==> config.mk <==
export PLATFORM = sky130hd
export DESIGN_NAME = g2ned_mul
export DESIGN_NICKNAME = d
export VERILOG_FILES = /design/src/g2ned_pkg.sv /design/src/g2ned_mul.sv
export SDC_FILE = /design/constraint.sdc
export NUM_CORES = 2
export LEC_CHECK = 0
export ABC_AREA = 1
export CORE_MARGIN = 4
export CORE_UTILIZATION = 30
export CTS_BUF_LIST = sky130_fd_sc_hd__clkbuf_4 sky130_fd_sc_hd__clkbuf_8
export CTS_CLUSTER_DIAMETER = 40
export DETAILED_ROUTE_END_ITERATION = 16
export DONT_BUFFER_PORTS = 1
export GPL_ROUTABILITY_DRIVEN = 0
export PLACE_DENSITY = 0.44
export SETUP_SLACK_MARGIN = 0.1
export SYNTH_ARGS = -nofsm -noshare
export SYNTH_HDL_FRONTEND = slang
export SYNTH_SLANG_ARGS = --single-unit
==> constraint.sdc <==
create_clock -name clk -period 9.1 [get_ports clk]
set_clock_uncertainty 0.1 [all_clocks]
set_input_delay 1.82 -clock clk [delete_from_list [all_inputs] [get_ports clk]]
set_output_delay 1.82 -clock clk [all_outputs]
set_load 0.02 [all_outputs]
==> src/g2ned_pkg.sv <==
`default_nettype none
// ----------------------------------------------------------------------------
// g2ned_pkg
// Shared constants, types and tables of the geodetic to local NED converter.
// ----------------------------------------------------------------------------
package g2ned_pkg;

  localparam int CORDIC_ITERATIONS = 30;
  localparam int CORDIC_N = (CORDIC_ITERATIONS > 40) ? 40 : CORDIC_ITERATIONS;

  localparam logic signed [33:0] CORDIC_GAIN = 34'sd652032874;
  localparam logic signed [33:0] ONE_Q30     = 34'sd1073741824;
  localparam logic signed [33:0] HALF_TURN   = 34'sd2147483648;
  localparam logic signed [31:0] E2_Q30      = 32'sd7188036;
  localparam logic [63:0]        A_MM_Q30    = 64'd6378137000 << 30;
  localparam logic [31:0]        E7_TURN     = 32'd3600000000;
  localparam logic signed [47:0] SAT_HI      = 48'sd17179869183;
  localparam logic signed [47:0] SAT_LO      = -48'sd17179869184;

  // binary angle round(r * 2^32 / 3.6e9): estimate r + floor(r * ANG_RECIP / 2^33),
  // then add one when the remainder modulo ANG_DIV reaches ANG_DIV
  localparam logic signed [31:0] ANG_RECIP = 32'sd1658256560;  // floor(2^65/3.6e9) - 2^33
  localparam logic [23:0]        ANG_DIV   = 24'd3515625;      // 3.6e9 / 2^10
  localparam logic [23:0]        ANG_HALF  = 24'd1757812;      // floor(1.8e9 / 2^10)

  typedef struct packed {
    logic               start;
    logic               rnd;
    logic signed [47:0] d;
    logic signed [31:0] c;
  } mul_req_t;

  typedef enum logic [9:0] {
    S_IDLE   = 10'b0000000001,
    S_LATDIV = 10'b0000000010,
    S_LATCOR = 10'b0000000100,
    S_LONDIV = 10'b0000001000,
    S_LONCOR = 10'b0000010000,
    S_MUL    = 10'b0000100000,
    S_SQRT   = 10'b0001000000,
    S_NDIV   = 10'b0010000000,
    S_FIN    = 10'b0100000000,
    S_SPARE  = 10'b1000000000
  } state_t;

  typedef enum logic [3:0] {
    OP_S2   = 4'd0,
    OP_E2S2 = 4'd1,
    OP_T    = 4'd2,
    OP_X    = 4'd3,
    OP_Y    = 4'd4,
    OP_M    = 4'd5,
    OP_Z    = 4'd6,
    OP_UX   = 4'd7,
    OP_UY   = 4'd8,
    OP_EY   = 4'd9,
    OP_EX   = 4'd10,
    OP_NZ   = 4'd11,
    OP_NU   = 4'd12,
    OP_DU   = 4'd13,
    OP_DZ   = 4'd14
  } op_t;

  // atan(2^-i) in 2^-32 turn units
  function automatic logic [31:0] cordic_atan(input logic [5:0] i);
    logic [31:0] a;
    case (i)
      6'd0:  a = 32'd536870912;
      6'd1:  a = 32'd316933406;
      6'd2:  a = 32'd167458907;
      6'd3:  a = 32'd85004756;
      6'd4:  a = 32'd42667331;
      6'd5:  a = 32'd21354465;
      6'd6:  a = 32'd10679838;
      6'd7:  a = 32'd5340245;
      6'd8:  a = 32'd2670163;
      6'd9:  a = 32'd1335087;
      6'd10: a = 32'd667544;
      6'd11: a = 32'd333772;
      6'd12: a = 32'd166886;
      6'd13: a = 32'd83443;
      6'd14: a = 32'd41722;
      6'd15: a = 32'd20861;
      6'd16: a = 32'd10430;
      6'd17: a = 32'd5215;
      6'd18: a = 32'd2608;
      6'd19: a = 32'd1304;
      6'd20: a = 32'd652;
      6'd21: a = 32'd326;
      6'd22: a = 32'd163;
      6'd23: a = 32'd81;
      6'd24: a = 32'd41;
      6'd25: a = 32'd20;
      6'd26: a = 32'd10;
      6'd27: a = 32'd5;
      6'd28: a = 32'd3;
      6'd29: a = 32'd1;
      6'd30: a = 32'd1;
      default: a = 32'd0;
    endcase
    return a;
  endfunction

  function automatic logic signed [34:0] sat35(input logic signed [47:0] v);
    logic signed [47:0] t;
    t = v;
    if (v > SAT_HI) t = SAT_HI;
    if (v < SAT_LO) t = SAT_LO;
    return t[34:0];
  endfunction

endpackage
`default_nettype wire

==> src/g2ned_mul.sv <==
`default_nettype none
// ----------------------------------------------------------------------------
// g2ned_mul
// Q30 product floor((d*c [+2^29]) / 2^30) from two 25x32 partial products.
// ----------------------------------------------------------------------------
module g2ned_mul (
  input  logic                clk,
  input  logic                rst,
  input  g2ned_pkg::mul_req_t req,
  output logic                done,
  output logic signed [47:0]  res
);
  import g2ned_pkg::*;

  typedef enum logic [3:0] {
    M_IDLE = 4'b0001,
    M_LO   = 4'b0010,
    M_HI   = 4'b0100,
    M_RND  = 4'b1000
  } mph_t;

  mph_t               ph;
  logic signed [47:0] d;
  logic signed [31:0] c;
  logic               rnd;
  logic signed [79:0] acc;
  logic signed [79:0] accr;
  logic signed [24:0] a;
  logic signed [56:0] prod;

  assign a    = (ph == M_LO) ? $signed({1'b0, d[23:0]}) : 25'($signed(d[47:24]));
  assign prod = a * c;
  assign accr = acc + (rnd ? 80'sd536870912 : 80'sd0);

  always_ff @(posedge clk) begin
    done <= 1'b0;
    if (rst) begin
      ph <= M_IDLE;
    end else begin
      unique case (ph)
        M_IDLE: begin
          if (req.start) begin
            d   <= req.d;
            c   <= req.c;
            rnd <= req.rnd;
            ph  <= M_LO;
          end
        end
        M_LO: begin
          acc <= 80'(prod);
          ph  <= M_HI;
        end
        M_HI: begin
          acc <= acc + (80'(prod) <<< 24);
          ph  <= M_RND;
        end
        M_RND: begin
          res  <= accr[77:30];
          done <= 1'b1;
          ph   <= M_IDLE;
        end
        default: ph <= M_IDLE;
      endcase
    end
  end

endmodule
`default_nettype wire

# Word level (Yosys, flattened, before mapping)
# Index checks and enable logic that the tools add are counted.
[op_classes]
bitwise_logic = 1
add_sub_neg = 2
n_reduce_logical = 4
n_eq_ne = 5
mux = 6
mul = 1
[op_table]
columns = ["cell", "n"]
rows = [
  ["$pmux W80 S2", 1],
  ["$add A80 B80 Y80", 1],
  ["$add A78 B31 Y78", 1],
  ["$mul A25 B32 Y57", 1],
  ["$mux W30", 1],
  ["$mux W25", 1],
  ["$pmux W4 S3", 1],
  ["$eq A4 B1 Y1 const B", 1],
  ["$eq A4 B2 Y1 const B", 1],
  ["$eq A4 B3 Y1 const B", 1],
  ["$eq A4 B4 Y1 const B", 1],
  ["$mux W4", 1],
  ["$reduce_and A2 Y1", 2],
  ["$reduce_and A3 Y1", 1],
  ["$ne A2 B2 Y1 const B", 1],
  ["$reduce_bool A2 Y1", 1],
  ["$mux W1", 1],
  ["$not A1 Y1", 1],
]
[totals]
regBits = 214
output_inout_bits = 49
in_bits = 84

# Longest topological paths before layout
[logic_depth]
word_depth = 5
depth_mapped = 50
ltp_nobuf = 48

# Worst setup path after synthesis
# Ideal clock, no wire load.
[synth_path]
path_kind = "register to register"
startpoint = "register ph[2]"
endpoint = "register acc[76] (data pin)"
setup_slack_ps = 501
setup_time_ps = 256
path_stages_with_launch = 39
n_path_buf = 3
arrival_ps = 8243
t_required_ps = 8744
path_cell_list = "dfxtp_1 -> nor2_1 -> nand3_2 -> inv_2 -> buf_2 -> or2_2 -> o21ai_0 -> buf_2 -> buf_2 -> nor2_1 -> fa_1 -> fa_1 -> fa_1 -> inv_1 -> fa_1 -> inv_1 -> fa_1 -> inv_1 -> (+3 left out) -> a21oi_1 -> nor2_1 -> nor2_1 -> a21boi_0 -> nor2_1 -> nor2_1 -> nand4_1 -> and2_1 -> ha_1 -> inv_1 -> nor4_1 -> nand2_1 -> nor3_1 -> nand2_1 -> nand3b_1 -> nand2_1 -> nand3_1 -> nand2_1"
[synth_via]
elab_chain_len = 5
word_cells_on_any_way = 6
[synth_lines]
columns = ["item", "line", "text"]
rows = [
  ["start, declared", "g2ned_mul.sv:22", "mph_t ph;"],
  ["start signal, assigned", "g2ned_mul.sv:38", "ph <= M_IDLE;"],
  ["start signal, assigned", "g2ned_mul.sv:46", "ph <= M_LO;"],
  ["start signal, assigned", "g2ned_mul.sv:51", "ph <= M_HI;"],
  ["$eq A4 B2 Y1", "g2ned_mul.sv:31, g2ned_mul.sv:40", ""],
  ["$mux W25", "g2ned_mul.sv:31", "assign a = (ph == M_LO) ? $signed({1'b0, d[23:0]}) : 25'($signed(d[47:24]));"],
  ["$mul A25 B32 Y57", "g2ned_mul.sv:32", "assign prod = a * c;"],
  ["$add A80 B80 Y80", "g2ned_mul.sv:54", "acc <= acc + (80'(prod) <<< 24);"],
  ["$pmux W80 S2 (*)", "g2ned_mul.sv:40", "unique case (ph)"],
  ["end signal, assigned", "g2ned_mul.sv:50", "acc <= 80'(prod);"],
  ["end signal, assigned", "g2ned_mul.sv:54", ""],
  ["end, declared", "g2ned_mul.sv:26", "logic signed [79:0] acc;"],
]
# Mark *: on every way between the ends. The rest lies on a longest branch, timed or not.
# A chain may end at the register's enable or synchronous reset.

# Final worst setup path
[layout_path]
startpoint = "register ph[2]"
endpoint = "register acc[71] (data pin)"
# Same word-level chain as after synthesis.

==> key figures <==
Hold path
  • Hold path start: ph[3]$_SDFFE_PP0P_
  • Worst Hold End: done$_SDFF_PP0_
  • Hold/Removal Path Class: flop to flop
  • Hold depth: 2

Setup path
  • CP arrival: 9250 ps
  • Largest stage delay, worst path: 600 ps
  • Critical path's slowest cell: fa_1
  • CP endpoint kind: flop
  • FF-to-FF Start: ph[2]$_SDFFE_PP0P_
  • Crit start category: flop
  • Reg-to-reg endpoint: acc[71]$_DFFE_PP_
  • Crit-path max FO: 8
  • Most used cell, CP: fa_1
  • Buf+Inv Stages, Crit Path: 15
  • Data required, critical path: 9440 ps
  • Critical path's top delay family: adder cells
  • Cell depth of the worst flop-to-flop path: 45
  • Setup CP Type: flop to flop
  • Flop2flop setup slack: 180 ps

Drt
  • Pre-antenna DRT Iters: 5
  • Post-route ant nets: 0
  • WL/cell: 21.4 um
  • DRC viols: 0
  • Initial drt markers: 2317
  • DR vias/cell: 4.70
  • Wirelength, routed: 157 mm
  • Vias post-DR: 34500

Clock tree
  • Clock Sinks: 188
  • Worst-skew pair later-pin latency: 690 ps
  • Hold_buf cts: 0
  • Htree depth: 4
  • Clk pin slew, worst setup/hold paths: 160 ps
  • Clock Tree Root: clkbuf_8
  • CTS tree: built
  • CTS Buf Count: 17
  • Clock buffer depth: 2

Cells and area
  • Layout cells sized above 1: 28.0%
  • Fillers: 13700
  • Final nets: 6656
  • Synth-to-layout area growth: 30.4%

Timing
  • Worst hold slack: 522 ps
  • Slew Limit Fails: 0
  • Relative slew slack: 24.2%
  • Fin crit share: 98.0%
  • Fmax: 112 MHz
  • Slew @ Worst Pin: 1130 ps
  • Final worst slack: 185 ps
  • # setup viols final: 0
  • Final hold vios: 0
  • Tmin final: 8920 ps
  • Setup TNS: 0 ps
  • Unrepaired setup endpoints after global routing: true

Outcome
  • Outcome: completed

Synth
  • Warnings, synthesis: 0
  • Asr flop ratio synth: 0%
  • Synth Register Bits: 188
  • Post-synth EDFFs: 183
  • Synth cell types: 49
  • Post-Synthesis Cells: 4885
  • Main synth FF type: edfxtp_1
  • Post-Syn Nets: 6000
  • Avg Cell Area, Syn: 8.25 sq um
  • Synthesized cell area: 0.0403 sq mm
  • Sequential area share after synthesis: 13.9%

Global route
  • GR Util met3: 2.74%
  • First-pass GRT wire length: 234 mm
  • Most Used Layer, Global Route: met2
  • Vias in the first global route: 36500
  • Congestion Overflow GR: 0
  • GRT Util Overall: 22.3%
  • Largest net degree at the start of global routing: 61
  • Initial antenna violation count: 12
  • GRT met2 Usage: 37.5%
  • Grt met1 use: 29.9%

Floorplanning
  • Die W: 375 um
  • Die area: 0.140 sq mm
  • Rows: 134
  • Core outline area: 0.133 sq mm
  • Die H: 375 um
  • Initial Util: 30.2%
  • # IOs: 133

Place
  • Post-place setup slack: -791 ps
  • Hpwl dp: 133 mm
  • IO buf count: 0

Flow run
  • MaxCap Viol Count: 0
## worst register-to-register path, delay by kind of cell, from the launching register on
kind            cells  cell delay [ps]
flops               1              390
compound gates      1               80
xor+xnor            1              200
buf+inv            15             1680
simple gates       19             2090
fa+ha+maj           9             4150
## synth_stat cells (5+ instances only)
cell type	count	area, sq um
nor4_1	19	119
nor3_1	41	205
o21a_1	6	45.0
nand2_1	1002	3760
fa_1	820	16400
o21ai_0	110	551
edfxtp_1	183	5500
and3_1	5	31.3
xor2_1	70	613
buf_1	19	71.3
ha_1	211	2640
nand3_1	139	696
a21oi_1	142	711
nand4_1	34	213
or2_2	36	225
clkbuf_1	75	282
inv_2	7	26.3
nand3b_1	10	75.1
buf_2	53	265
dfxtp_1	5	100
xnor2_1	41	359
a21boi_0	6	45.0
inv_1	1115	4190
and2_1	16	100
a21o_1	12	90.1
clkinv_1	8	30.0
o21bai_1	29	218
nor2_1	628	2360
## kinds of logic after synthesis
| group | after synthesis | share of synthesized area (%) |
|---|---|---|
| adders and majority gates | 1031 | 47.3 |
| DFF | 188 | 13.9 |
| AOI/OAI and AO/OA | 321 | 4.42 |
| and+or+nand+nor | 1957 | 20.0 |
| xor gates and xnor gates | 111 | 2.41 |
| buffers and inverters | 1277 | 12.1 |
## area by class of cell
cell class | instances | area, sq um | share of cell area, %
multi-input combinational | 3420 | 33300 | 63.4
antenna | 8 | 20.0 | 0.0381
timing repair inverter | 1 | 8.76 | 0.0167
sequential | 188 | 5600 | 10.7
clock inverter | 15 | 199 | 0.378
tap | 1768 | 2210 | 4.21
inverter | 1130 | 4270 | 8.13
clock buffer | 17 | 234 | 0.445
timing repair buffer | 783 | 6690 | 12.7
## state kept, by name, summed over array words and instances (netlist names)
name	flops
done	1
c	32
res	48
rnd	1
acc	54
d	48
ph	4
## cell usage in the layout (no fill, tap or decap), drive strengths merged, types with 8 or more instances in the layout
cell type / netlist / layout
nand4: 36 / 36
clkinv: 8 / 13
nand3: 144 / 144
diode: 0 / 8
xnor2: 41 / 41
and2: 17 / 17
inv: 1122 / 1131
buf: 72 / 779
xor2: 70 / 70
nand2: 1007 / 1007
a21o: 12 / 12
nor4: 19 / 19
a21oi: 142 / 142
nor3: 42 / 42
o21bai: 29 / 29
nand3b: 10 / 10
nor2: 636 / 636
edfxtp: 183 / 183
or2: 36 / 36
clkbuf: 75 / 21
fa: 820 / 820
ha: 211 / 211
o21ai: 117 / 117
## per-layer routing
metal	routed length, um	vias up
li1	-	15800
met1	67500	17500
met2	75600	874
met3	7570	220
met4	6160	10
met5	69	-
## stage by stage
step / utilization (%) / cell area [sq um] / cells
after global placement: 35.6 / 47500 / 7190
after global routing: 39.4 / 52600 / 7328
after CTS: 36.9 / 49300 / 7249
after detailed placement: 35.6 / 47500 / 7190
final: 39.4 / 52600 / 7330
after floorplan: - / 40300 / 4885
## repair_timing
| item | 4_1_cts | 5_1_grt |
|---|---|---|
| pin swaps | 61 | 217 |
| resized for setup | 279 | 682 |
| cloned | 2 | 4 |
| setup buffers | 25 | 70 |
| setup endpoints to repair | 37 | 40 |
## worst max path at each step
stage	slack (ps)	end	depth (start not counted)	startpoint
after detailed placement	-790	acc[74]$_DFFE_PP_	40	ph[3]$_SDFFE_PP0P_
after global placement	-930	acc[74]$_DFFE_PP_	35	ph[3]$_SDFFE_PP0P_
after floorplan	500	acc[76]$_DFFE_PP_	38	ph[2]$_SDFFE_PP0P_
after CTS	40	acc[71]$_DFFE_PP_	45	ph[2]$_SDFFE_PP0P_
after global routing	-110	acc[57]$_DFFE_PP_	47	ph[3]$_SDFFE_PP0P_
final	180	acc[71]$_DFFE_PP_	45	ph[2]$_SDFFE_PP0P_
Power is left out: the tool's default activity adds up to more than one toggle a clock period on the data nets, which glitch-free logic cannot reach.
