===== config.mk =====
export PLATFORM = sky130hd
export DESIGN_NAME = g2ned_div
export DESIGN_NICKNAME = d
export VERILOG_FILES = /design/src/g2ned_pkg.sv /design/src/g2ned_div.sv
export SDC_FILE = /design/constraint.sdc
export NUM_CORES = 1
export LEC_CHECK = 0
export ABC_CLOCK_PERIOD_IN_PS = 7450
export BUFFER_PORTS_ARGS = -buffer_cell sky130_fd_sc_hd__buf_4
export CAP_MARGIN = 15
export CORE_ASPECT_RATIO = 1.2
export CORE_MARGIN = 5
export CORE_UTILIZATION = 45
export DETAILED_ROUTE_END_ITERATION = 6
export PLACE_DENSITY_LB_ADDON = 0.25
export SLEW_MARGIN = 20
export SYNTH_ARGS = -nofsm -noshare
export SYNTH_HDL_FRONTEND = slang
export SYNTH_SLANG_ARGS = --single-unit

===== constraint.sdc =====
create_clock -name clk -period 7.45 [get_ports clk]
set_input_delay 1.49 -clock clk [delete_from_list [all_inputs] [get_ports clk]]
set_output_delay 1.49 -clock clk [all_outputs]
set_load 0.02 [all_outputs]

===== src/g2ned_pkg.sv =====
`default_nettype none
// ----------------------------------------------------------------------------
// g2ned_pkg
// Shared constants, types and tables of the geodetic to local NED converter.
// ----------------------------------------------------------------------------
package g2ned_pkg;

  localparam int CORDIC_ITERATIONS = 30;
  localparam int CORDIC_N = (CORDIC_ITERATIONS > 40) ? 40 : CORDIC_ITERATIONS;

  localparam logic signed [33:0] CORDIC_GAIN = 34'sd652032874;
  localparam logic signed [33:0] ONE_Q30     = 34'sd1073741824;
  localparam logic signed [33:0] HALF_TURN   = 34'sd2147483648;
  localparam logic signed [31:0] E2_Q30      = 32'sd7188036;
  localparam logic [63:0]        A_MM_Q30    = 64'd6378137000 << 30;
  localparam logic [31:0]        E7_TURN     = 32'd3600000000;
  localparam logic signed [47:0] SAT_HI      = 48'sd17179869183;
  localparam logic signed [47:0] SAT_LO      = -48'sd17179869184;

  // binary angle round(r * 2^32 / 3.6e9): estimate r + floor(r * ANG_RECIP / 2^33),
  // then add one when the remainder modulo ANG_DIV reaches ANG_DIV
  localparam logic signed [31:0] ANG_RECIP = 32'sd1658256560;  // floor(2^65/3.6e9) - 2^33
  localparam logic [23:0]        ANG_DIV   = 24'd3515625;      // 3.6e9 / 2^10
  localparam logic [23:0]        ANG_HALF  = 24'd1757812;      // floor(1.8e9 / 2^10)

  typedef struct packed {
    logic               start;
    logic               rnd;
    logic signed [47:0] d;
    logic signed [31:0] c;
  } mul_req_t;

  typedef enum logic [9:0] {
    S_IDLE   = 10'b0000000001,
    S_LATDIV = 10'b0000000010,
    S_LATCOR = 10'b0000000100,
    S_LONDIV = 10'b0000001000,
    S_LONCOR = 10'b0000010000,
    S_MUL    = 10'b0000100000,
    S_SQRT   = 10'b0001000000,
    S_NDIV   = 10'b0010000000,
    S_FIN    = 10'b0100000000,
    S_SPARE  = 10'b1000000000
  } state_t;

  typedef enum logic [3:0] {
    OP_S2   = 4'd0,
    OP_E2S2 = 4'd1,
    OP_T    = 4'd2,
    OP_X    = 4'd3,
    OP_Y    = 4'd4,
    OP_M    = 4'd5,
    OP_Z    = 4'd6,
    OP_UX   = 4'd7,
    OP_UY   = 4'd8,
    OP_EY   = 4'd9,
    OP_EX   = 4'd10,
    OP_NZ   = 4'd11,
    OP_NU   = 4'd12,
    OP_DU   = 4'd13,
    OP_DZ   = 4'd14
  } op_t;

  // atan(2^-i) in 2^-32 turn units
  function automatic logic [31:0] cordic_atan(input logic [5:0] i);
    logic [31:0] a;
    case (i)
      6'd0:  a = 32'd536870912;
      6'd1:  a = 32'd316933406;
      6'd2:  a = 32'd167458907;
      6'd3:  a = 32'd85004756;
      6'd4:  a = 32'd42667331;
      6'd5:  a = 32'd21354465;
      6'd6:  a = 32'd10679838;
      6'd7:  a = 32'd5340245;
      6'd8:  a = 32'd2670163;
      6'd9:  a = 32'd1335087;
      6'd10: a = 32'd667544;
      6'd11: a = 32'd333772;
      6'd12: a = 32'd166886;
      6'd13: a = 32'd83443;
      6'd14: a = 32'd41722;
      6'd15: a = 32'd20861;
      6'd16: a = 32'd10430;
      6'd17: a = 32'd5215;
      6'd18: a = 32'd2608;
      6'd19: a = 32'd1304;
      6'd20: a = 32'd652;
      6'd21: a = 32'd326;
      6'd22: a = 32'd163;
      6'd23: a = 32'd81;
      6'd24: a = 32'd41;
      6'd25: a = 32'd20;
      6'd26: a = 32'd10;
      6'd27: a = 32'd5;
      6'd28: a = 32'd3;
      6'd29: a = 32'd1;
      6'd30: a = 32'd1;
      default: a = 32'd0;
    endcase
    return a;
  endfunction

  function automatic logic signed [34:0] sat35(input logic signed [47:0] v);
    logic signed [47:0] t;
    t = v;
    if (v > SAT_HI) t = SAT_HI;
    if (v < SAT_LO) t = SAT_LO;
    return t[34:0];
  endfunction

endpackage
`default_nettype wire


===== src/g2ned_div.sv =====
`default_nettype none
// ----------------------------------------------------------------------------
// g2ned_div
// Restoring unsigned divider, 64 by 32 bits, one quotient bit per cycle.
// ----------------------------------------------------------------------------
module g2ned_div (
  input  logic        clk,
  input  logic        rst,
  input  logic        start,
  input  logic [63:0] dividend,
  input  logic [31:0] divisor,
  output logic        done,
  output logic [63:0] quot
);
  import g2ned_pkg::*;

  logic [31:0] rem;
  logic [31:0] dsr;
  logic [6:0]  cnt;
  logic        busy;
  logic [32:0] trial;
  logic        fits;

  assign trial = {rem, quot[63]};
  assign fits  = trial >= {1'b0, dsr};

  always_ff @(posedge clk) begin
    done <= 1'b0;
    if (rst) begin
      busy <= 1'b0;
    end else if (start) begin
      quot <= dividend;
      dsr  <= divisor;
      rem  <= '0;
      cnt  <= '0;
      busy <= 1'b1;
    end else if (busy) begin
      rem  <= fits ? 32'(trial - {1'b0, dsr}) : trial[31:0];
      quot <= {quot[62:0], fits};
      cnt  <= cnt + 7'd1;
      if (cnt == 7'd63) begin
        busy <= 1'b0;
        done <= 1'b1;
      end
    end
  end

endmodule
`default_nettype wire


==> Word level (Yosys, flattened, before mapping) <==
Index checks and enable logic that the tools add are counted.
{ "op_classes": {"bitwise": 2, "n_eq_ne": 1, "order_cmp": 1, "n_reduce_logical": 4, "n_mux": 9, "add_sub_neg": 2} }
{ "ops": {"columns": ["cell", "n"], "rows": [
  ["$mux 64", 2],
  ["$mux 32", 2],
  ["$ge 33x32->1", 1],
  ["$sub 32x32->32", 1],
  ["$add 7x1->7 const B", 1],
  ["$eq 7x6->1 const B", 1],
  ["$mux 7", 1],
  ["$mux 1", 4],
  ["$reduce_and 2->1", 2],
  ["$reduce_or 3->1", 1],
  ["$not 1->1", 2],
  ["$reduce_bool 2->1", 1]
]} }
{ "totals": {"word_cells": 25, "output_inout_bits": 65, "input_bits": 99, "regBits": 137} }

==> Depth between registers and ports, before layout <==
{ "logic_depth": {"depth_word": 4, "depth_mapped": 13, "depth_no_buf": 11} }

==> Worst setup path after synthesis <==
No wires, ideal clock.
{ "synth_timing": {"path_type": "input to register", "from": "in start", "to": "reg cnt[0] (enable)", "required_ns": 6.883, "t_arrival_ns": 6.327, "slack_ns": 0.556, "n_path_buf": 2, "setup_ns": 0.567, "stages": 4, "cell_sequence": "clkbuf_1 clkbuf_1 nor2_1 nor2_1"} }
{ "synth_via": {"elab_chain_len": 2} }
{ "synth_rtl": {"columns": ["item", "line", "text"], "rows": [
  ["from (decl)", "g2ned_div.sv:9", "input logic start,"],
  ["$reduce_bool 2->1 (no line)", null, null],
  ["$reduce_and 2->1 (no line)", null, null],
  ["to (signal assigned)", "g2ned_div.sv:40", "cnt <= cnt + 7'd1;"],
  ["to (decl)", "g2ned_div.sv:19", "logic [6:0] cnt;"]
]} }
Every way passes these cells.
A chain may end at the register's enable or synchronous reset.

==> Worst setup path after layout <==
{ "layout_timing": {"from": "reg rem[25]", "to": "reg quot[0] (data pin)"} }
{ "layout_via": {"elab_chain_len": 3} }
{ "layout_rtl": {"columns": ["item", "line", "text"], "rows": [
  ["from (decl)", "g2ned_div.sv:17", "logic [31:0] rem;"],
  ["from (signal assigned)", "g2ned_div.sv:38", "rem <= fits ? 32'(trial - {1'b0, dsr}) : trial[31:0];"],
  ["$ge 33x32->1", "g2ned_div.sv:25", "assign fits = trial >= {1'b0, dsr};"],
  ["$mux 64", "g2ned_div.sv:37", "end else if (busy) begin"],
  ["$mux 64", "g2ned_div.sv:31", "end else if (start) begin"],
  ["to (signal assigned)", "g2ned_div.sv:32", "quot <= dividend;"],
  ["to (signal assigned)", "g2ned_div.sv:39", "quot <= {quot[62:0], fits};"],
  ["to (decl)", "g2ned_div.sv:13", "output logic [63:0] quot"]
]} }
Every way passes these cells. The select of a mux whose other input is x is not followed.

==> impl.org <==
** Clock tree
- For this design, the sink count on the clock tree is 137.
- Number of buffers created by CTS :: 17
- Worst-skew pair later-pin latency :: 0.42 ns
- Post-cts repair resize count :: 0
- Clock root buffer :: sky130_fd_sc_hd__clkbuf_16
- Level count of the clock H-tree :: 4
- After clock tree synthesis, the clock-pin slew on the worst setup and hold paths is 0.06 ns.
- Post-CTS timing repair inserted 0 buffers for setup.
- Buffer depth of the longest clock path :: 2
- Quantity of hold-fixing buffers added after cts :: 0
- TritonCTS clock tree :: yes

** Floorplan
- The die covers 0.01973 mm2.
- Placement row count :: 52
- Starting utilization of the core area :: 45.61%
- The floorplan step set the die width to 129.1 um.
- Y dimension of the die :: 152.9 um
- Core footprint :: 0.01679 mm2
- I/O pins :: 164

** Setup path
- R2r worst-path depth :: 9
- At the worst endpoint, the required time is 7.63 ns.
- In this run the critical register-to-register path is launched from rem[25].
- The worst setup path is of the flip-flop to flip-flop kind.
- Kind of end point of the critical path :: flip-flop
- STA classifies the critical path startpoint as a flip-flop.
- Data on the critical path arrives at its endpoint at 4.22 ns.
- The worst register-to-register path has a setup slack of 3.41 ns.
- In this run the worst path has a maximum fanout of 25.
- End of the worst register-to-register path :: quot[0]

** Status
- The flow ran to the end, and the final reports show no timing, DRC or antenna violations.

** Global routing
- Total overflow reported by the global router :: 0
- Global routing used 20.39% of the available tracks.
- Vias in the first global route :: 6355
- The first global-routing pass estimated 31930 um of wire.
- The number of antenna violations at the first check in global routing is 0.
- Entering global routing, the biggest net connects 65 pins.

** Synthesis
- Of the total synthesized cell area, the portion taken by XOR and XNOR cells is 2.517%.
- Post-synth net total :: 790
- After Yosys synthesis, full adders, half adders and majority gates account for 5.655% of the synthesized area.
- After synthesis, the largest family of logic cells by area is compound AO/OA/AOI/OAI gates.
- Sorting the synthesized cells by area gives the leading types as sky130_fd_sc_hd__edfxtp_1 53%, sky130_fd_sc_hd__mux2_2 9.4%, sky130_fd_sc_hd__ha_1 5.4%.
- Post-Synth Simple-Gate Area :: 10.23%
- After synthesis, the netlist uses 58 different library cells.
- In the synthesized netlist the dominant register cell turns out to be sky130_fd_sc_hd__edfxtp_1.
- Part of the Yosys area used for sequential elements :: 53.47%
- Each instance of the synthesized netlist takes up on average 11.65 um2.
- Share of synthesized registers carrying an async set or reset :: 0%
- The synthesized netlist devotes 14.82% of its cell area to compound gates.
- Library cell with the largest summed area after synthesis :: sky130_fd_sc_hd__edfxtp_1
- Mux share of post-synthesis cell area :: 9.413%
- During synthesis, Yosys emitted a total of 0 warnings.
- After technology mapping, the gate count stands at 657.
- The top cell type by area accounts for 52.95% of the synthesized area.
- Synth Cell Area :: 0.007656 mm2
- Number of enable flip-flop cells after synthesis :: 135
- Register bit total from synthesis :: 137

** Hold path
- Startpoint of the most critical hold path :: busy
- The path with the worst hold slack has its endpoint at done.
- Tightest Hold Check Type :: flip-flop to flip-flop
- Hold path depth :: 1

** Pwr
- Combinational cells account for 22.8% of the total power.
- Per report_power, the sequential group accounts for 41.2% of the total.
- Overall power consumption after layout is estimated at 2321 uW.
- IR analysis of the VDD net gives a maximum drop of 0.1611 mV.
- For this design the static power due to leakage is 0.003852 uW.
- The clock network burns 36.0% of the power.
- Net switching power :: 693.5 uW
- Switching Fraction :: 29.88%
- Internal power consumption :: 1627 uW
- For this design the ratio of total power to cell area is 239.5 mW/mm2.

** Detailed routing
- Post-route DRC :: 0
- In this run the remaining antenna-violating nets after routing total 0.
- In the routed layout, each cell is associated on average with a via count of 5.617.
- The final layout contains routed wiring with a total length of 19860 um.
- The first routing iteration left 389 violations.
- Routed vias :: 5847
- After detailed routing, the average wire length per cell comes to 19.08 um.
- The pre-antenna-repair detailed-routing pass consisted of 5 iterations.

** Timing
- Maximum clock frequency :: 247.6 MHz
- In the finished design, the share of the clock period the worst path needs comes to 54.22%.
- The number of endpoints with negative hold slack in the final report is 0.
- The final number of max-transition violations was 0.
- Setup violations remaining at the end of the flow were counted as 0.
- The routed design could run at a clock period as short as 4.039 ns.
- For the pin with the worst max-slew slack, the measured transition is 1.109 ns.
- Setup repair after global routing left no endpoint under its margin.
- The worst pin sits at a relative slew slack of 26.10%.
- Between clock sinks in the finished design, the worst skew comes to 0.01155 ns.
- Sum of negative setup slack :: 0 ns

** Placed design
- The placed instances occupy a cell area of 0.009112 mm2.
- Routability-driven placement finished with a final weighted congestion of 0.9102.
- Detailed placer's ending HPWL :: 14270 um
- Placed instance count :: 1009
- Number of port buffers :: 163

** Layout
- Of the cells placed in the final design, the portion with a size suffix greater than 1 is 34.42%.
- The library cell used most frequently in the layout, excluding fill and tap cells, is sky130_fd_sc_hd__buf_4.
- Number of standard cells in the layout, taps in and fillers out :: 1041
- 0 antenna diodes ended up in the layout.
- Final core utilization :: 57.72%
- Most used cells in the layout excluding fill and tap cells :: 165 x sky130_fd_sc_hd__buf_4, 135 x sky130_fd_sc_hd__edfxtp_1, 64 x sky130_fd_sc_hd__mux2_2
- Total number of nets in the final design :: 945
- The finished cells cover 0.009689 mm2.
- From synthesis to final layout, the design area changed by 26.56%.

** Run
- Maximum Capacitance Violations :: 0
-- power by group through the flow --
stage / Combinational, uW / Sequential (uW) / Clock (uW)
final: 530 / 956 / 835
after global routing: 580 / 962 / 894
after CTS: 529 / 957 / 854
after detailed placement: 526 / 971 / 0
after global placement: 512 / 970 / 0
after floorplan: 339 / 996 / 0
-- metrics by stage --
step,hold slack (ns),worst slack [ns]
6_report,0.5021,3.411
5_1_grt,0.5290,3.202
4_1_cts,0.4998,3.411
3_5_place_dp,0.4900,3.436
3_3_place_gp,0.4723,3.552
2_1_floorplan,0.4600,0.5562
-- critical path, stage by stage, from the launching register on --
cell and delay [ns]:
sky130_fd_sc_hd__edfxtp_1 0.41, sky130_fd_sc_hd__ha_1 0.38, sky130_fd_sc_hd__a21o_1 0.21, sky130_fd_sc_hd__a21o_1 0.17, sky130_fd_sc_hd__a21oi_1 0.28, sky130_fd_sc_hd__nor2_1 0.07
sky130_fd_sc_hd__o21ai_1 0.18, sky130_fd_sc_hd__and3_1 0.92, sky130_fd_sc_hd__nand2_1 0.69, sky130_fd_sc_hd__mux2_2 0.48
-- state kept, by name (all words and copies together), names as in the netlist --
signal	flops
done	1
quot	64
cnt	7
busy	1
rem	32
dsr	32
-- worst max path at each step --
stage / from / endpoint / slack, ns / cells past startpoint
global route: rem[25] / quot[0] / 3.20 / 9
global placement: rem[25] / quot[0] / 3.55 / 9
detailed placement: rem[25] / quot[0] / 3.44 / 9
floorplan: start / cnt[0] / 0.56 / 4
finish: rem[25] / quot[0] / 3.41 / 9
CTS: rem[25] / quot[0] / 3.41 / 9
-- final cells by class --
class | instances | area [um2]
sequential | 137 | 4094
inverter | 40 | 150.1
timing repair buffer | 168 | 1314
multi-input combinational | 448 | 3284
clock buffer | 17 | 425.4
clock inverter | 15 | 151.4
fill | 1424 | 7097
tap | 216 | 270.3
-- synthesized netlist by cell type, types with 16 or more instances --
cell	number
sky130_fd_sc_hd__nand3_1	39
sky130_fd_sc_hd__nand2_1	31
sky130_fd_sc_hd__o21ai_0	35
sky130_fd_sc_hd__nor2_1	29
sky130_fd_sc_hd__a21oi_1	53
sky130_fd_sc_hd__edfxtp_1	135
sky130_fd_sc_hd__ha_1	33
sky130_fd_sc_hd__inv_1	40
sky130_fd_sc_hd__a21o_1	16
sky130_fd_sc_hd__mux2_2	64
-- per-layer routing --
layer / global-route usage, % / part of all wire (%) / up-vias
li1: - / - / 2805
met1: 24.18 / 39 / 2785
met2: 33.15 / 49 / 226
met3: 9.075 / 10 / 31
met4: 6.403 / 1.8 / 0
met5: 0 / 0 / -
-- kinds of logic after synthesis --
family | after synthesis
xor+xnor | 22
compound gates | 172
mux | 64
buf+inv | 72
flops | 137
simple gates | 156
fa+ha+maj | 34
Power figures use the tool's default switching activity.
