### src/g2ned_pkg.sv
`default_nettype none
// ----------------------------------------------------------------------------
// g2ned_pkg
// Shared constants, types and tables of the geodetic to local NED converter.
// ----------------------------------------------------------------------------
package g2ned_pkg;

  localparam int CORDIC_ITERATIONS = 30;
  localparam int CORDIC_N = (CORDIC_ITERATIONS > 40) ? 40 : CORDIC_ITERATIONS;

  localparam logic signed [33:0] CORDIC_GAIN = 34'sd652032874;
  localparam logic signed [33:0] ONE_Q30     = 34'sd1073741824;
  localparam logic signed [33:0] HALF_TURN   = 34'sd2147483648;
  localparam logic signed [31:0] E2_Q30      = 32'sd7188036;
  localparam logic [63:0]        A_MM_Q30    = 64'd6378137000 << 30;
  localparam logic [31:0]        E7_TURN     = 32'd3600000000;
  localparam logic signed [47:0] SAT_HI      = 48'sd17179869183;
  localparam logic signed [47:0] SAT_LO      = -48'sd17179869184;

  // binary angle round(r * 2^32 / 3.6e9): estimate r + floor(r * ANG_RECIP / 2^33),
  // then add one when the remainder modulo ANG_DIV reaches ANG_DIV
  localparam logic signed [31:0] ANG_RECIP = 32'sd1658256560;  // floor(2^65/3.6e9) - 2^33
  localparam logic [23:0]        ANG_DIV   = 24'd3515625;      // 3.6e9 / 2^10
  localparam logic [23:0]        ANG_HALF  = 24'd1757812;      // floor(1.8e9 / 2^10)

  typedef struct packed {
    logic               start;
    logic               rnd;
    logic signed [47:0] d;
    logic signed [31:0] c;
  } mul_req_t;

  typedef enum logic [9:0] {
    S_IDLE   = 10'b0000000001,
    S_LATDIV = 10'b0000000010,
    S_LATCOR = 10'b0000000100,
    S_LONDIV = 10'b0000001000,
    S_LONCOR = 10'b0000010000,
    S_MUL    = 10'b0000100000,
    S_SQRT   = 10'b0001000000,
    S_NDIV   = 10'b0010000000,
    S_FIN    = 10'b0100000000,
    S_SPARE  = 10'b1000000000
  } state_t;

  typedef enum logic [3:0] {
    OP_S2   = 4'd0,
    OP_E2S2 = 4'd1,
    OP_T    = 4'd2,
    OP_X    = 4'd3,
    OP_Y    = 4'd4,
    OP_M    = 4'd5,
    OP_Z    = 4'd6,
    OP_UX   = 4'd7,
    OP_UY   = 4'd8,
    OP_EY   = 4'd9,
    OP_EX   = 4'd10,
    OP_NZ   = 4'd11,
    OP_NU   = 4'd12,
    OP_DU   = 4'd13,
    OP_DZ   = 4'd14
  } op_t;

  // atan(2^-i) in 2^-32 turn units
  function automatic logic [31:0] cordic_atan(input logic [5:0] i);
    logic [31:0] a;
    case (i)
      6'd0:  a = 32'd536870912;
      6'd1:  a = 32'd316933406;
      6'd2:  a = 32'd167458907;
      6'd3:  a = 32'd85004756;
      6'd4:  a = 32'd42667331;
      6'd5:  a = 32'd21354465;
      6'd6:  a = 32'd10679838;
      6'd7:  a = 32'd5340245;
      6'd8:  a = 32'd2670163;
      6'd9:  a = 32'd1335087;
      6'd10: a = 32'd667544;
      6'd11: a = 32'd333772;
      6'd12: a = 32'd166886;
      6'd13: a = 32'd83443;
      6'd14: a = 32'd41722;
      6'd15: a = 32'd20861;
      6'd16: a = 32'd10430;
      6'd17: a = 32'd5215;
      6'd18: a = 32'd2608;
      6'd19: a = 32'd1304;
      6'd20: a = 32'd652;
      6'd21: a = 32'd326;
      6'd22: a = 32'd163;
      6'd23: a = 32'd81;
      6'd24: a = 32'd41;
      6'd25: a = 32'd20;
      6'd26: a = 32'd10;
      6'd27: a = 32'd5;
      6'd28: a = 32'd3;
      6'd29: a = 32'd1;
      6'd30: a = 32'd1;
      default: a = 32'd0;
    endcase
    return a;
  endfunction

  function automatic logic signed [34:0] sat35(input logic signed [47:0] v);
    logic signed [47:0] t;
    t = v;
    if (v > SAT_HI) t = SAT_HI;
    if (v < SAT_LO) t = SAT_LO;
    return t[34:0];
  endfunction

endpackage
`default_nettype wire

### src/g2ned_sqrt.sv
`default_nettype none
// ----------------------------------------------------------------------------
// g2ned_sqrt
// Integer square root of a 64-bit value, one result bit per cycle.
// ----------------------------------------------------------------------------
module g2ned_sqrt (
  input  logic        clk,
  input  logic        rst,
  input  logic        start,
  input  logic [63:0] val,
  output logic        done,
  output logic [31:0] root
);
  import g2ned_pkg::*;

  logic [63:0] v;
  logic [63:0] acc;
  logic [63:0] bitm;
  logic        busy;
  logic [63:0] trial;

  assign trial = acc + bitm;
  assign root  = acc[31:0];

  always_ff @(posedge clk) begin
    done <= 1'b0;
    if (rst) begin
      busy <= 1'b0;
    end else if (start) begin
      v    <= val;
      acc  <= '0;
      bitm <= 64'd1 << 62;
      busy <= 1'b1;
    end else if (busy) begin
      if (v >= trial) begin
        v   <= v - trial;
        acc <= (acc >> 1) + bitm;
      end else begin
        acc <= acc >> 1;
      end
      bitm <= bitm >> 2;
      if (bitm[0]) begin
        busy <= 1'b0;
        done <= 1'b1;
      end
    end
  end

endmodule
`default_nettype wire

### config.mk
export PLATFORM = sky130hd
export DESIGN_NAME = g2ned_sqrt
export DESIGN_NICKNAME = d
export VERILOG_FILES = /design/src/g2ned_pkg.sv /design/src/g2ned_sqrt.sv
export SDC_FILE = /design/constraint.sdc
export NUM_CORES = 1
export LEC_CHECK = 0
export BUFFER_PORTS_ARGS = -buffer_cell sky130_fd_sc_hd__buf_2
export CAP_MARGIN = 20
export CORE_MARGIN = 8
export CORE_UTILIZATION = 50
export CTS_CLUSTER_DIAMETER = 100
export CTS_CLUSTER_SIZE = 20
export DETAILED_ROUTE_END_ITERATION = 10
export MAX_ROUTING_LAYER = met4
export PLACE_DENSITY = 0.68
export SYNTH_ARGS = -nofsm -noshare
export SYNTH_HDL_FRONTEND = slang
export SYNTH_SLANG_ARGS = --single-unit
### constraint.sdc
create_clock -name clk -period 27.9 [get_ports clk]
set_clock_uncertainty 0.1 [all_clocks]
set_input_delay 1.395 -clock clk [delete_from_list [all_inputs] [get_ports clk]]
set_output_delay 1.395 -clock clk [all_outputs]
set_load 0.02 [all_outputs]
# Word level (Yosys, flattened, before mapping)
# Cells that the tools add are included.
# classes
addsub	3
multipliers	0
n_div	0
order_cmp	1
eq_ne	0
shifts	0
muxes	10
bitwise	2
n_reduce_logical	5
# op_table
operator	count
$mux W64	5
$add A63 B63 Y64	1
$add A64 B63 Y64	1
$ge A64 B64 Y1	1
$sub A64 B64 Y64	1
$mux W63	1
$mux W1	4
$reduce_bool A2 Y1	2
$reduce_and A3 Y1	1
$reduce_or A3 Y1	1
$not A1 Y1	2
$reduce_and A2 Y1	1
# word_totals
register_bits	162
latchBits	0
ram_bits	0
rom_bits	0
n_memories	0

# Depth between registers and ports, before layout
# Gate-level depths: netlist of run 1.
# depth
depth_word	5
mapped_depth	25
depth_no_buf	21

# Worst setup path before layout of run 1
# OpenSTA, ideal clock, no wires.
# synth_path
path_type	in2reg
startpoint	input port start
endpoint	register v[0] (enable)
setup_ps	583
arrival_ps	10936
setup_slack_ps	16281
stages	5
n_path_buf	2
cell_sequence	clkbuf_1 > buf_1 > nor2_1 > nor2_1 > a21boi_0
# synth_via
elab_chain_len	2
elab_cells_between_ends	3
cone_classes	reduce/logical (3)
# synth_rtl
element	line_no	rtl
from (decl)	g2ned_sqrt.sv:9	input logic start,
$reduce_bool A2 Y1 (no source line)	-	
$reduce_and A3 Y1 (no source line) *	-	
to (signal assigned)	g2ned_sqrt.sv:30	v <= val;
to (signal assigned)	g2ned_sqrt.sv:36	v <= v - trial;
to (decl)	g2ned_sqrt.sv:16	logic [63:0] v;
# Every way passes the cells marked *; elsewhere a longest branch is shown, timed or not.
# A chain may end at the register's enable or synchronous reset.

# Final worst setup path of run 1
# layout_path
startpoint	register acc[2]
endpoint	register v[56] (enable)
# layout_via
elab_chain_len	4
# layout_rtl
element	line_no	rtl
from (decl)	g2ned_sqrt.sv:17	logic [63:0] acc;
from (signal assigned)	g2ned_sqrt.sv:37	acc <= (acc >> 1) + bitm;
from (signal assigned)	g2ned_sqrt.sv:39	acc <= acc >> 1;
$add A64 B63 Y64	g2ned_sqrt.sv:22	assign trial = acc + bitm;
$ge A64 B64 Y1	g2ned_sqrt.sv:35	if (v >= trial) begin
$reduce_bool A2 Y1 (no source line)	-	
$reduce_and A3 Y1 (no source line)	-	
# Every way passes these cells.

==> results of run 1 <==
## logic make-up after synthesis
family | after synthesis
simple gates | 658
compound gates | 617
flops | 162
xor+xnor | 159
buf+inv | 155
fa+ha+maj | 131
mux | 5
## placed cells by master, fill, tap and decap left out, types with 6 or more instances in the layout
cell type | Yosys | final
o21a_1 | 23 | 23
a211oi_1 | 23 | 23
or3_1 | 18 | 18
and2_1 | 17 | 17
a211oi_2 | 19 | 19
nor4_1 | 10 | 10
buf_4 | 34 | 8
o31ai_1 | 11 | 11
inv_1 | 39 | 39
nand4_1 | 48 | 48
o22ai_1 | 7 | 7
o31a_1 | 6 | 6
a311oi_1 | 8 | 8
nor2_1 | 170 | 169
nor2b_1 | 47 | 47
xor2_1 | 90 | 90
a31oi_1 | 59 | 59
and4_1 | 9 | 9
o21bai_1 | 48 | 48
bufinv_16 | 0 | 6
xnor2_1 | 69 | 69
ha_1 | 130 | 130
nand3_1 | 39 | 39
o21ai_0 | 156 | 156
clkbuf_16 | 0 | 17
buf_2 | 7 | 98
and3_1 | 13 | 13
nand2_1 | 206 | 206
a21oi_1 | 118 | 118
nor3_1 | 42 | 42
edfxtp_1 | 160 | 160
o211ai_1 | 12 | 12
a21boi_0 | 8 | 7
a21o_1 | 45 | 45
nand2b_1 | 15 | 15
a31o_2 | 10 | 10
## metal layers
metal | up-vias | GRT usage | part of all wire
met1 | 6988 | 0.296 | 0.42
met5 | - | - | 0
met3 | 113 | 0.0387 | 0.048
met4 | 0 | 0.102 | 0.038
li1 | 7045 | - | -
met2 | 463 | 0.435 | 0.49
## worst reg2reg max path, cell delays in order (launching register included)
cell,delay (ps)
edfxtp_1,480
ha_1,410
a31o_2,200
a31oi_1,160
nor4b_1,580
o21ai_0,250
a21oi_1,300
o211ai_1,200
o31ai_1,430
a21boi_0,190
xor2_1,200
ha_1,430
a21oi_1,320
o21bai_1,100
a21oi_1,190
o21ai_0,110
a221o_1,370
a221o_1,350
buf_4,240
nor2_2,570
buf_4,330
a21boi_4,70
buf_4,390
## worst min-delay path by stage
| stage | from | to | cells past startpoint |
|---|---|---|---|
| 2_1_floorplan | busy | done | 1 |
| 3_3_place_gp | busy | done | 1 |
| 3_5_place_dp | busy | done | 1 |
| 4_1_cts | busy | done | 1 |
| 5_1_grt | busy | done | 1 |
| 6_report | busy | done | 1 |
## metrics by stage
| step | hold slack (ps) | instance area (um2) | power [uW] |
|---|---|---|---|
| 2_1_floorplan | 360 | 16000 | 725 |
| 3_3_place_gp | 374 | 16500 | 834 |
| 3_5_place_dp | 378 | 16500 | 840 |
| 4_1_cts | 388 | 17200 | 1130 |
| 5_1_grt | 407 | 17200 | 1200 |
| 6_report | 385 | 17200 | 1130 |
## final cells by class
| class | instances | area, um2 |
|---|---|---|
| clock buffer | 17 | 425 |
| tap | 402 | 503 |
| fill | 2985 | 14300 |
| clock inverter | 15 | 269 |
| multi-input combinational | 1570 | 10400 |
| timing repair buffer | 108 | 582 |
| inverter | 40 | 150 |
| sequential | 162 | 4840 |
## state kept, by name, summed over array words and instances, names as in the netlist
name,flops
done,1
v,64
acc,64
bitm,32
busy,1
## power groups by stage
| stage | registers, uW | logic (uW) | clock network (uW) |
|---|---|---|---|
| after global placement | 341 | 492 | 0 |
| after floorplan | 330 | 394 | 0 |
| after detailed placement | 342 | 498 | 0 |
| final | 337 | 505 | 288 |
| after CTS | 337 | 502 | 291 |
| after global routing | 340 | 559 | 299 |
==> results.cfg, run 1 <==
[outcome]
status = finished, final reports clean

[global_route]
gr-total-overflow = 0
grt_pass1_wl_mm = 76.1
grt.total_usage = 0.254
antenna_found_initial = 0
grt_pass1_vias = 14374
grt_max_degree = 174

[power]
p_leak_uw = 0.00654
power_density_nw_per_um2 = 65.8
p_sw_uw = 458
combPwrFrac = 0.447
power.internal_uw = 672
switching_share = 0.405
vdd_drop_max_mv = 0.0544
pwr-share-seq = 0.298
clkPwrFrac = 0.255

[setup_path]
rrSetupSlack_ps = 20510
cp.arrival_ps = 7390
end_kind = flip-flop
crit_fanout = 64
r2r_cells = 22
r2r_start = acc[2]
cp_cell_sequence = ha_1 -> a31o_2 -> a31oi_1 -> nor4b_1 -> o21ai_0 -> a21oi_1 -> o211ai_1 -> o31ai_1 -> a21boi_0 -> xor2_1 -> ha_1 -> a21oi_1 -> o21bai_1 -> a21oi_1 -> o21ai_0 -> a221o_1 -> a221o_1 -> buf_4 -> nor2_2 -> buf_4 -> a21boi_4 -> buf_4
start_kind = flip-flop
crit_type = reg2reg
crit_buf_inv = 3
startpoint = acc[2]
path_depth = 22
r2r-end = v[56]
crit_path_end = v[56]
slowest_delay_ps = 580
crit_family = compound AO/OA/AOI/OAI gates
crit_required_ps = 27900
crit_slowest_cell = nor4b_1

[synth]
synthTopCellsByCount = 206 x nand2_1, 170 x nor2_1, 160 x edfxtp_1, 156 x o21ai_0, 130 x ha_1
yosysTopAreaCellShare = 0.301
async_reset_ff_frac = 0
netlist_area_um2 = 16000
synth_fa_ha_area_frac = 0.103
synth_seq_area_share = 0.304
synth_compound_area_frac = 0.260
ys.flop_type = edfxtp_1
synth_top_family_by_area = compound AO/OA/AOI/OAI gates
synth_cell_types = 83
synth_most_common_cell = nand2_1
syn-num-nets = 2085
synth_area_leaders = edfxtp_1 30%, ha_1 10%, xor2_1 4.9%
ys_warn_count = 0
synth_edf_count = 160
yosys.area_share.simple = 0.196
syn_inst = 1887
synth_mux_area_frac = 0.00345
syn_avg_cell_area_um2 = 8.46
yosys.area_share.xor_xnor = 0.0873
ys_seq_elements = 162
synth_top_area_cell = edfxtp_1

[detailed_routing]
ant_nets = 0
firstDrtPassIters = 5
routed_wl_mm = 47.7
avgViaCountPerCell = 6.31
drt_iter0_markers = 1205
vias = 14609
drc = 0
routedWlPerCell_um = 20.6

[run]
cap_violations = 0

[placement]
gp_congestion = 0.943
dp_slack_ps = 20770
place_hpwl_mm = 36.0
port_buffers = 99
dp_cells = 2282

[timing]
finalSetupViolations = 0
slew_viol_final = 0
fmax_mhz = 135
slew_headroom = 0.386
timing.final.crit_share = 0.265
period_needed_ps = 7390
setup_tns_ps = 0
fin_ws_ps = 20510
final_hold_viol_count = 0
worstMarginPinSlew_ps = 920
rsz0062_at_grt = false

[finish]
num_antenna_cells = 0
areaGrowthSynthToFinish_pct = 7.52
final_nets = 2097
final_cells = 2314
drive_gt1_frac = 0.101
post-route-util = 0.545

[clocking]
root_buffer = clkbuf_16
clock_latency_ps = 460
cts_tree = built
clock_path_buffers = 2
hold_buffers = 0
postCtsSetupBuffers = 0
cts_num_sinks = 162
clkTransAtPathRegs_ps = 70
numCtsBuffers = 17
h-tree-depth = 4
cts_resized = 0

[hold_path]
hp-class = reg2reg

[floorplanning]
ios = 100
coreArea_um2 = 31500
die_w_um = 195
num_rows = 65
die_h_um = 195
die_area_um2 = 37900
initial_utilization = 0.507
Note: power is estimated with default switching activity, not from simulation.
==> run 2: changes to the inputs <==
- PLACE_DENSITY: 0.68 -> 0.7
- clock period: 27.9 -> 6.6 ns (I/O delays scaled with it)
==> run 2 against run 1 <==
Flip-flop and latch count stayed put. First-iteration DRC count increased by 12%. Cell count increased by 0.65%. Worst setup slack worse by 20000 ps. Critical path depth down 1. Wire length shrank 0.40%.
==> results.cfg, run 2 (synthesis results as in run 1) <==
[detailed_routing]
vias = 14692
routedWlPerCell_um = 20.4
routed_wl_mm = 47.5
ant_nets = 0
drc = 0
avgViaCountPerCell = 6.31
firstDrtPassIters = 5
drt_iter0_markers = 1350

[setup_path]
crit_slowest_cell = edfxtp_1
cp.arrival_ps = 6350
crit_type = reg2reg
start_kind = flip-flop
slowest_delay_ps = 510
crit_required_ps = 6700
crit_family = compound AO/OA/AOI/OAI gates
end_kind = flip-flop
crit_buf_inv = 2
cp_cell_sequence = ha_1 -> a31oi_2 -> o31ai_2 -> nor4b_2 -> or3_1 -> o31a_1 -> o2111ai_2 -> a21oi_2 -> o211a_1 -> a311oi_1 -> ha_1 -> inv_1 -> o21bai_1 -> a21oi_1 -> o21ai_0 -> a221o_1 -> a221o_1 -> or2_2 -> buf_12 -> nor2_1 -> a211oi_2
crit_fanout = 54

[clocking]
root_buffer = clkbuf_16
clkTransAtPathRegs_ps = 70
clock_latency_ps = 470
numCtsBuffers = 17
cts_num_sinks = 162
cts_tree = built
h-tree-depth = 4
clock_path_buffers = 2

[run]
cap_violations = 0

[global_route]
grt.total_usage = 0.251
antenna_found_initial = 0
grt_max_degree = 102
grt_pass1_vias = 14243
grt_pass1_wl_mm = 75.0
gr-total-overflow = 0

[placement]
dp_cells = 2296
gp_congestion = 0.958
place_hpwl_mm = 36.3
port_buffers = 99
placed_area_um2 = 16700
dp_slack_ps = 351

[timing]
fmax_mhz = 160
worstMarginPinSlew_ps = 936
timing.final.crit_share = 0.947
finalSetupViolations = 0
final_hold_viol_count = 0
slew_viol_final = 0
slew_headroom = 0.376
rsz0062_at_grt = false
period_needed_ps = 6250
fin_ws_ps = 347
setup_tns_ps = 0

[floorplanning]
initial_utilization = 0.507
coreArea_um2 = 31500
die_w_um = 195
ios = 100
die_area_um2 = 37900
die_h_um = 195
num_rows = 65

[power]
vdd_drop_max_mv = 0.211
power_density_nw_per_um2 = 271
p_leak_uw = 0.00660

[finish]
final_cell_mix = 203 x nand2_1, 167 x nor2_1, 160 x edfxtp_1
post-route-util = 0.551
final_nets = 2112
final_cells = 2329
areaGrowthSynthToFinish_pct = 8.73
fin_area_um2 = 17400
drive_gt1_frac = 0.118
reg.largest.list = acc: 64 flops, v: 64 flops, bitm: 32 flops
num_antenna_cells = 0
final_common_cell = nand2_1

[outcome]
status = finished, final reports clean

[hold_path]
hp-class = in2reg
## run 2: per-stage QoR
step	hold slack (ps)	total power, uW
6_report	42.0	4700
5_1_grt	33.2	4970
4_1_cts	34.7	4690
3_5_place_dp	374	3590
3_3_place_gp	372	3560
2_1_floorplan	303	3090
## run 2: worst min-delay path, stage by stage
cell	delay, ps
buf_2	80
nand2_1	40
o21ai_0	50
## run 2: per-layer routing
metal | wire [um] | global-route usage
met1 | 19700 | 0.293
met2 | 23900 | 0.439
met3 | 2510 | 0.0363
met4 | 1360 | 0.0823
met5 | 0 | -
## run 2: final timing paths
check                           startpoint       to  slack, ps  depth (start not counted)
worst max register to register      acc[8]  acc[20]        350                         21
worst max-delay path                acc[8]  acc[20]        350                         21
worst min-delay path               val[48]    v[48]         40                          3
worst min register to register        busy     done        390                          1
## run 2: repair_timing
action / CTS / global route
gates resized for setup: 0 / 3
hold endpoints to repair: 2 / 0
setup endpoints to repair: 0 / 111
hold buffers: 1 / 0
setup buffers: 0 / 0
## run 2: cell type report
cell class	count	area, um2
clock buffers	17	425
clock inverters	15	191
fillers	2922	14100
inverters	40	150
multi-input cells	1570	10500
flip-flops and latches	162	4840
well taps	402	503
repair buffers	123	722
## run 2: where the power goes
group / total [uW] / leakage (uW) / switching (uW) / internal (uW)
sequential: 1420 / 0.00155 / 115 / 1300
clock: 1100 / 0.000303 / 491 / 606
combinational: 2180 / 0.00475 / 1340 / 846
total: 4700 / 0.00660 / 1940 / 2750
